`src/hw/rtl/dbc_pkg.sv`:
```
// Shared types and character codes for the delimiter balance classifier.
package dbc_pkg;

  typedef enum logic [1:0] {
    VerdictEmpty      = 2'd0,
    VerdictMeta       = 2'd1,
    VerdictIncomplete = 2'd2,
    VerdictComplete   = 2'd3
  } verdict_e;

  // scanner context flags
  typedef struct packed {
    logic inside_string;
    logic escape_pending;
    logic inside_comment;
    logic slash_seen;
    logic saw_nonspace;
    logic starts_with_dot;
  } scan_flags_t;

  localparam logic [7:0] CharLbrace    = 8'h7B;
  localparam logic [7:0] CharRbrace    = 8'h7D;
  localparam logic [7:0] CharLparen    = 8'h28;
  localparam logic [7:0] CharRparen    = 8'h29;
  localparam logic [7:0] CharLsquare   = 8'h5B;
  localparam logic [7:0] CharRsquare   = 8'h5D;
  localparam logic [7:0] CharQuote     = 8'h22;
  localparam logic [7:0] CharBackslash = 8'h5C;
  localparam logic [7:0] CharSlash     = 8'h2F;
  localparam logic [7:0] CharDot       = 8'h2E;
  localparam logic [7:0] CharNewline   = 8'h0A;
  localparam logic [7:0] CharSpace     = 8'h20;
  localparam logic [7:0] CharTab       = 8'h09;
  localparam logic [7:0] CharCr        = 8'h0D;

endpackage

```
`src/hw/rtl/dbc_scan.sv`:
```
// Per-word next-state and verdict logic of the delimiter scanner.
module dbc_scan #(
  parameter int DEPTH_BITS = 16
) (
  input  dbc_pkg::scan_flags_t           flags_q_i,
  input  logic signed [DEPTH_BITS-1:0]   brace_q_i,
  input  logic signed [DEPTH_BITS-1:0]   paren_q_i,
  input  logic signed [DEPTH_BITS-1:0]   square_q_i,
  input  logic [7:0]                     char_byte_i,
  input  logic                           has_byte_i,
  output dbc_pkg::scan_flags_t           flags_d_o,
  output logic signed [DEPTH_BITS-1:0]   brace_d_o,
  output logic signed [DEPTH_BITS-1:0]   paren_d_o,
  output logic signed [DEPTH_BITS-1:0]   square_d_o,
  output dbc_pkg::verdict_e              verdict_o
);
  import dbc_pkg::*;

  localparam logic signed [DEPTH_BITS-1:0] DepthMax = {1'b0, {(DEPTH_BITS-1){1'b1}}};
  localparam logic signed [DEPTH_BITS-1:0] DepthMin = {1'b1, {(DEPTH_BITS-1){1'b0}}};
  localparam logic signed [DEPTH_BITS-1:0] DepthOne = {{(DEPTH_BITS-1){1'b0}}, 1'b1};

  function automatic logic signed [DEPTH_BITS-1:0] bump(
    input logic signed [DEPTH_BITS-1:0] v, input logic up);
    logic signed [DEPTH_BITS-1:0] r;
    if (up) begin
      r = (v == DepthMax) ? v : v + DepthOne;
    end else begin
      r = (v == DepthMin) ? v : v - DepthOne;
    end
    return r;
  endfunction

  function automatic logic positive(input logic signed [DEPTH_BITS-1:0] v);
    return !v[DEPTH_BITS-1] && (v != '0);
  endfunction

  logic is_ws;

  assign is_ws = (char_byte_i == CharSpace) ||
                 ((char_byte_i >= CharTab) && (char_byte_i <= CharCr));

  always_comb begin
    flags_d_o  = flags_q_i;
    brace_d_o  = brace_q_i;
    paren_d_o  = paren_q_i;
    square_d_o = square_q_i;
    if (has_byte_i) begin
      if (!flags_q_i.saw_nonspace && !is_ws) begin
        flags_d_o.saw_nonspace    = 1'b1;
        flags_d_o.starts_with_dot = (char_byte_i == CharDot);
      end
      if (flags_q_i.inside_comment) begin
        if (char_byte_i == CharNewline) begin
          flags_d_o.inside_comment = 1'b0;
        end
      end else if (flags_q_i.escape_pending) begin
        flags_d_o.escape_pending = 1'b0;
      end else if (flags_q_i.inside_string) begin
        if (char_byte_i == CharBackslash) begin
          flags_d_o.escape_pending = 1'b1;
        end else if (char_byte_i == CharQuote) begin
          flags_d_o.inside_string = 1'b0;
        end
      end else if (char_byte_i == CharSlash) begin
        // second slash opens a line comment
        flags_d_o.slash_seen     = !flags_q_i.slash_seen;
        flags_d_o.inside_comment = flags_q_i.slash_seen;
      end else begin
        flags_d_o.slash_seen = 1'b0;
        case (char_byte_i)
          CharQuote:   flags_d_o.inside_string = 1'b1;
          CharLbrace:  brace_d_o  = bump(brace_q_i, 1'b1);
          CharRbrace:  brace_d_o  = bump(brace_q_i, 1'b0);
          CharLparen:  paren_d_o  = bump(paren_q_i, 1'b1);
          CharRparen:  paren_d_o  = bump(paren_q_i, 1'b0);
          CharLsquare: square_d_o = bump(square_q_i, 1'b1);
          CharRsquare: square_d_o = bump(square_q_i, 1'b0);
          default: ;
        endcase
      end
    end
  end

  always_comb begin
    if (!flags_d_o.saw_nonspace) begin
      verdict_o = VerdictEmpty;
    end else if (flags_d_o.starts_with_dot) begin
      verdict_o = VerdictMeta;
    end else if (flags_d_o.inside_string || positive(brace_d_o) ||
                 positive(paren_d_o) || positive(square_d_o)) begin
      verdict_o = VerdictIncomplete;
    end else begin
      verdict_o = VerdictComplete;
    end
  end

endmodule

```
`src/hw/rtl/dbc_obuf.sv`:
```
// Two-entry result buffer: output register plus skid slot.
module dbc_obuf (
  input  logic              clk_i,
  input  logic              rst_ni,
  input  logic              push_i,
  input  dbc_pkg::verdict_e push_verdict_i,
  output logic              space_o,
  output logic              out_valid_o,
  input  logic              out_ready_i,
  output dbc_pkg::verdict_e out_verdict_o
);
  import dbc_pkg::*;

  logic     out_valid_q, skid_valid_q;
  verdict_e out_q, skid_q;
  logic     out_fire;

  assign out_fire      = out_valid_q && out_ready_i;
  assign space_o       = !skid_valid_q;
  assign out_valid_o   = out_valid_q;
  assign out_verdict_o = out_q;

  always_ff @(posedge clk_i or negedge rst_ni) begin
    if (!rst_ni) begin
      out_valid_q  <= 1'b0;
      skid_valid_q <= 1'b0;
    end else if (skid_valid_q) begin
      if (out_fire) begin
        skid_valid_q <= 1'b0;
      end
    end else if (push_i) begin
      if (!out_valid_q || out_fire) begin
        out_valid_q <= 1'b1;
      end else begin
        skid_valid_q <= 1'b1;
      end
    end else if (out_fire) begin
      out_valid_q <= 1'b0;
    end
  end

  // payload, no reset
  always_ff @(posedge clk_i) begin
    if (skid_valid_q) begin
      if (out_fire) begin
        out_q <= skid_q;
      end
    end else if (push_i) begin
      if (!out_valid_q || out_fire) begin
        out_q <= push_verdict_i;
      end else begin
        skid_q <= push_verdict_i;
      end
    end
  end

endmodule

```
`src/hw/rtl/delimiter_balance_classifier.sv`:
```
// Top level of the delimiter balance classifier: scan state, handshakes, checks.
// Takes a text one byte per word and, on the word marked last, returns one
// verdict: empty (only whitespace), meta command (first non-whitespace byte is
// a dot), incomplete (an open string or a positive brace, parenthesis or
// bracket depth) or complete. Strings in double quotes, with backslash
// escapes, and // line comments are skipped for depth counting. Depths are
// signed DEPTH_BITS-bit counters that saturate. A last word with has_byte_i
// low closes a submission without a byte; one without last does nothing.
// Throughput is one word per clock: dbc_scan computes the next scan state
// combinationally, and verdicts go into a two-deep output buffer, so
// in_ready_o drops only while both buffer slots hold untaken verdicts.
// A last word's verdict appears on the output in the cycle after it when the
// output register is free; otherwise the verdict waits in the skid slot until
// the one ahead of it is taken.
module delimiter_balance_classifier #(
  parameter int DEPTH_BITS = 16
) (
  input  logic       clk_i,
  input  logic       rst_ni,
  input  logic       in_valid_i,
  output logic       in_ready_o,
  input  logic [7:0] char_byte_i,
  input  logic       has_byte_i,
  input  logic       last_i,
  output logic       out_valid_o,
  input  logic       out_ready_i,
  output logic [1:0] verdict_o
);
  import dbc_pkg::*;

  scan_flags_t                  flags_q, flags_d;
  logic signed [DEPTH_BITS-1:0] brace_q, brace_d;
  logic signed [DEPTH_BITS-1:0] paren_q, paren_d;
  logic signed [DEPTH_BITS-1:0] square_q, square_d;
  verdict_e                     verdict_new, verdict_out;
  logic                         in_fire;

  assign in_fire = in_valid_i && in_ready_o;

  dbc_scan #(
    .DEPTH_BITS(DEPTH_BITS)
  ) u_scan (
    .flags_q_i  (flags_q),
    .brace_q_i  (brace_q),
    .paren_q_i  (paren_q),
    .square_q_i (square_q),
    .char_byte_i(char_byte_i),
    .has_byte_i (has_byte_i),
    .flags_d_o  (flags_d),
    .brace_d_o  (brace_d),
    .paren_d_o  (paren_d),
    .square_d_o (square_d),
    .verdict_o  (verdict_new)
  );

  // scan state: takes the next value on each word, clears after the last one
  always_ff @(posedge clk_i or negedge rst_ni) begin
    if (!rst_ni) begin
      flags_q  <= '0;
      brace_q  <= '0;
      paren_q  <= '0;
      square_q <= '0;
    end else if (in_fire) begin
      if (last_i) begin
        flags_q  <= '0;
        brace_q  <= '0;
        paren_q  <= '0;
        square_q <= '0;
      end else begin
        flags_q  <= flags_d;
        brace_q  <= brace_d;
        paren_q  <= paren_d;
        square_q <= square_d;
      end
    end
  end

  dbc_obuf u_obuf (
    .clk_i         (clk_i),
    .rst_ni        (rst_ni),
    .push_i        (in_fire && last_i),
    .push_verdict_i(verdict_new),
    .space_o       (in_ready_o),
    .out_valid_o   (out_valid_o),
    .out_ready_i   (out_ready_i),
    .out_verdict_o (verdict_out)
  );

  assign verdict_o = verdict_out;

  // a last word always leaves a verdict pending on the output next cycle
  assert property (@(posedge clk_i) disable iff (!rst_ni)
    in_fire && last_i |=> out_valid_o)
    else $error("verdict lost after last word");

  // all scan state is cleared after a last word
  assert property (@(posedge clk_i) disable iff (!rst_ni)
    in_fire && last_i |=> (flags_q == '0) && (brace_q == '0) &&
                          (paren_q == '0) && (square_q == '0))
    else $error("scan state not cleared after last word");

  // an escape is only pending inside a string
  assert property (@(posedge clk_i) disable iff (!rst_ni)
    flags_q.escape_pending |-> flags_q.inside_string)
    else $error("escape pending outside string");

  // string and comment contexts exclude each other
  assert property (@(posedge clk_i) disable iff (!rst_ni)
    !(flags_q.inside_string && flags_q.inside_comment))
    else $error("string and comment open together");

  // dot flag only once a non-whitespace byte was seen
  assert property (@(posedge clk_i) disable iff (!rst_ni)
    flags_q.starts_with_dot |-> flags_q.saw_nonspace)
    else $error("dot flag without non-whitespace byte");

endmodule
```
`config.mk`:
```
export PLATFORM = sky130hd
export DESIGN_NAME = delimiter_balance_classifier
export DESIGN_NICKNAME = d
export VERILOG_FILES = /design/src/hw/rtl/dbc_pkg.sv /design/src/hw/rtl/dbc_scan.sv /design/src/hw/rtl/dbc_obuf.sv /design/src/hw/rtl/delimiter_balance_classifier.sv
export SDC_FILE = /design/constraint.sdc
export NUM_CORES = 1
export LEC_CHECK = 0
export BUFFER_PORTS_ARGS = -buffer_cell sky130_fd_sc_hd__buf_2
export CAP_MARGIN = 20
export CORE_MARGIN = 3
export CORE_UTILIZATION = 50
export CTS_CLUSTER_DIAMETER = 150
export DETAILED_ROUTE_END_ITERATION = 12
export GPL_ROUTABILITY_DRIVEN = 0
export PLACE_DENSITY = 0.77
export SETUP_SLACK_MARGIN = 0.1
export SYNTH_ARGS = -nofsm -noshare
export SYNTH_HDL_FRONTEND = slang
export SYNTH_SLANG_ARGS = --single-unit
```
`constraint.sdc`:
```
create_clock -name clk_i -period 9.5 [get_ports clk_i]
set_input_delay 0.475 -clock clk_i [delete_from_list [all_inputs] [get_ports clk_i]]
set_output_delay 0.475 -clock clk_i [all_outputs]
set_load 0.05 [all_outputs]
```
==> run metrics <==
outcome complete, no violations; grt ovf 0; worst clock skew 6.60 ps; LEAKAGE 0.00250 uW; DIE AREA 0.0137 mm^2; Mapped Avg Cell Area 7.40 um^2; share of layout cells above drive strength 1 7.62%; FF-to-FF path depth 12; H-tree depth 3; area grow syn2layout 5.87%; VDD IR max 0.114 mV; r2r endpoint u_obuf.out_verdict_o[0]$_DFFE_PP_; initial core utilization 52.6%; register area share after synthesis 24.6%; Final Hold Fails 0; Top cell by count, worst path nor4_1; Core Util, Final 55.6%; Crit path max-delay family simple AND/OR/NAND/NOR gates; post-synthesis cell area 0.00618 mm^2; worst flop-to-flop path startpoint paren_q[0]$_DFFE_PN0P_; critical path, cell by cell inv_1, ha_1, or4b_2, or4_4, o21ai_2, nor4_1, nor4_1, nor4b_1, nand4_1, a221oi_2, a21oi_1, o31ai_2; Ys Warns 0; first-pass detailed-route iteration total 8; height of the die 117 um; Vias per Instance 7.38; largest net degree at the start of global routing 57; FILL cells 1074; CTS tree yes; worst min path class primary input to asynchronous set/reset pin; Core Area 0.0118 mm^2; Netlist cell types 79; RSZ-0062 raised after global routing no; row count 39; CP bufs+invs 1; slowest cell on the critical path or4b_2; vias in the first global route 6387; Yosys top cell area share 22.7%; Worst setup SP type register; Setup crit end kind register; critical path class register to register; CTS Sinks 60; Synth Net Count 855; Peak Freq 234 MHz; EDFF count, synth 4; Root Buffer clkbuf_16; I/O Pins 18; Port Buffers 17; final setup TNS 0 ps; reg2reg setup slack 5220 ps; crit-path max cell delay 670 ps; maxcap violations 0; TritonCTS Buffers 9; HPWL Detailed 14.3 mm; routed wire length 20.6 mm; total track usage 30.3%; initial antenna violation count 1; Synth area leaders dfrtp_1 (23%), o21ai_0 (5.2%), nand2_1 (4.5%), nor4_1 (3.9%), clkbuf_1 (3.8%); top cell types by occurrence after synthesis nand2_1 (74), o21ai_0 (64), clkbuf_1 (63), dfrtp_1 (56), nor2_1 (52); first-pass GRT wire length 33.1 mm; most common cell in the netlist nand2_1; Pwr per Cell Area 123 mW/mm^2; Post-CTS Setup Bufs 0; setup violators final 0; worst-margin pin slew 1190 ps; DRC 0; Synth Flop Type dfrtp_1; min Tclk post-route 4280 ps; Detail Route Antenna Nets 0; vias 7131; FF+latch count, synth 60; most area-hungry cell type in the Yosys netlist dfrtp_1; hold buffer count at CTS 0; DR iter-0 viols 1125; synthesized instance count 835; Worst Path Max Fanout 11; nets 816; max-slew violation count 0; clock buffer depth 2; WL per Instance 21.3 um; post-CTS sizing 0; WP data required 9660 ps; Max-slew headroom 20.1%; Post-synth ARST share 93.3%; Clock transition at path regs 50 ps; Worst-Skew Late Latency 340 ps; period utilization 45.0%; Die X 117 um; Worst EP arrival 4440 ps
-- cell type report --
type | instances | area, um^2 | share of cell area, %
repair buffers | 24 | 138 | 2.10
flip-flops and latches | 60 | 1520 | 23.3
clock inverters | 4 | 73.8 | 1.13
clock buffers | 12 | 246 | 3.77
diodes | 1 | 2.50 | 0.0382
multi-input cells | 679 | 4270 | 65.3
well taps | 164 | 205 | 3.14
inverters | 22 | 82.6 | 1.26
-- how the worst max path moves through the flow --
stage	from	end	slack, ps	depth (start not counted)
after floorplan	paren_q[0]$_DFFE_PN0P_	u_obuf.out_verdict_o[0]$_DFFE_PP_	5940	13
after global placement	has_byte_i	u_obuf.out_verdict_o[0]$_DFFE_PP_	5480	11
after detailed placement	has_byte_i	u_obuf.out_verdict_o[0]$_DFFE_PP_	5300	11
after CTS	paren_q[0]$_DFFE_PN0P_	u_obuf.out_verdict_o[0]$_DFFE_PP_	5310	12
after global routing	paren_q[0]$_DFFE_PN0P_	u_obuf.out_verdict_o[0]$_DFFE_PP_	4990	12
final	paren_q[0]$_DFFE_PN0P_	u_obuf.out_verdict_o[0]$_DFFE_PP_	5220	12
-- per-layer routing --
metal | vias to the layer above | GRT usage (%) | routed length [um]
met1 | 3177 | 41.6 | 7980
met4 | 2 | 16.3 | 1180
met3 | 141 | 6.94 | 2660
met2 | 605 | 44.2 | 8740
li1 | 3206 | - | -
met5 | - | 0 | 18
-- cell families after synthesis --
logic type      synth area share [%]
xor+xnor                        1.56
simple gates                    36.7
flops                           24.6
compound gates                  28.4
fa+ha+maj                       1.21
buf+inv                         6.28
mux                             1.17
-- power breakdown --
group          internal (uW)  switching, uW  total [uW]
sequential               273           15.0         288
combinational           43.4            120         164
clock                    237            115         352
total                    553            250         803
-- flip-flops by register name, summed over array words and instances (netlist names) --
register and count:
u_obuf.out_valid_o 1, u_obuf.out_verdict_o 2, u_obuf.skid_valid_q 1, square_q 16, u_obuf.skid_q 2, flags_q 6, brace_q 16, paren_q 16
-- stage by stage --
stage / setup WS [ps] / cells / hold WS [ps] / total power (uW) / cell area (um^2)
4_1_cts: 5310 / 965 / 319 / 802 / 6540
6_report: 5220 / 966 / 266 / 803 / 6540
3_5_place_dp: 5300 / 949 / 523 / 450 / 6220
5_1_grt: 4990 / 965 / 345 / 833 / 6540
2_1_floorplan: 5940 / 835 / 179 / 399 / 6180
3_3_place_gp: 5480 / 949 / 477 / 447 / 6220
-- cell usage in the layout (no fill, tap or decap), types with 6 or more instances in the layout --
| master | n |
|---|---|
| nor3_1 | 44 |
| a21o_1 | 9 |
| a22o_1 | 22 |
| and3_1 | 22 |
| nor4_1 | 39 |
| a21oi_1 | 42 |
| nand2b_1 | 7 |
| inv_1 | 22 |
| o31ai_1 | 12 |
| o31a_1 | 6 |
| o2111ai_1 | 6 |
| nand3_1 | 36 |
| and4_1 | 11 |
| dfrtp_1 | 56 |
| o22ai_1 | 9 |
| clkbuf_16 | 9 |
| or4_1 | 15 |
| nand4b_1 | 9 |
| nand4_1 | 34 |
| buf_2 | 17 |
| o211ai_1 | 11 |
| nor4b_1 | 8 |
| a31oi_1 | 16 |
| buf_4 | 7 |
| xnor2_1 | 6 |
| nor2_1 | 51 |
| o21ai_0 | 64 |
| nand2_1 | 74 |
| o21a_1 | 6 |
| nor3b_1 | 7 |
| ha_1 | 6 |
No activity file was read; power rests on OpenSTA's default activity.
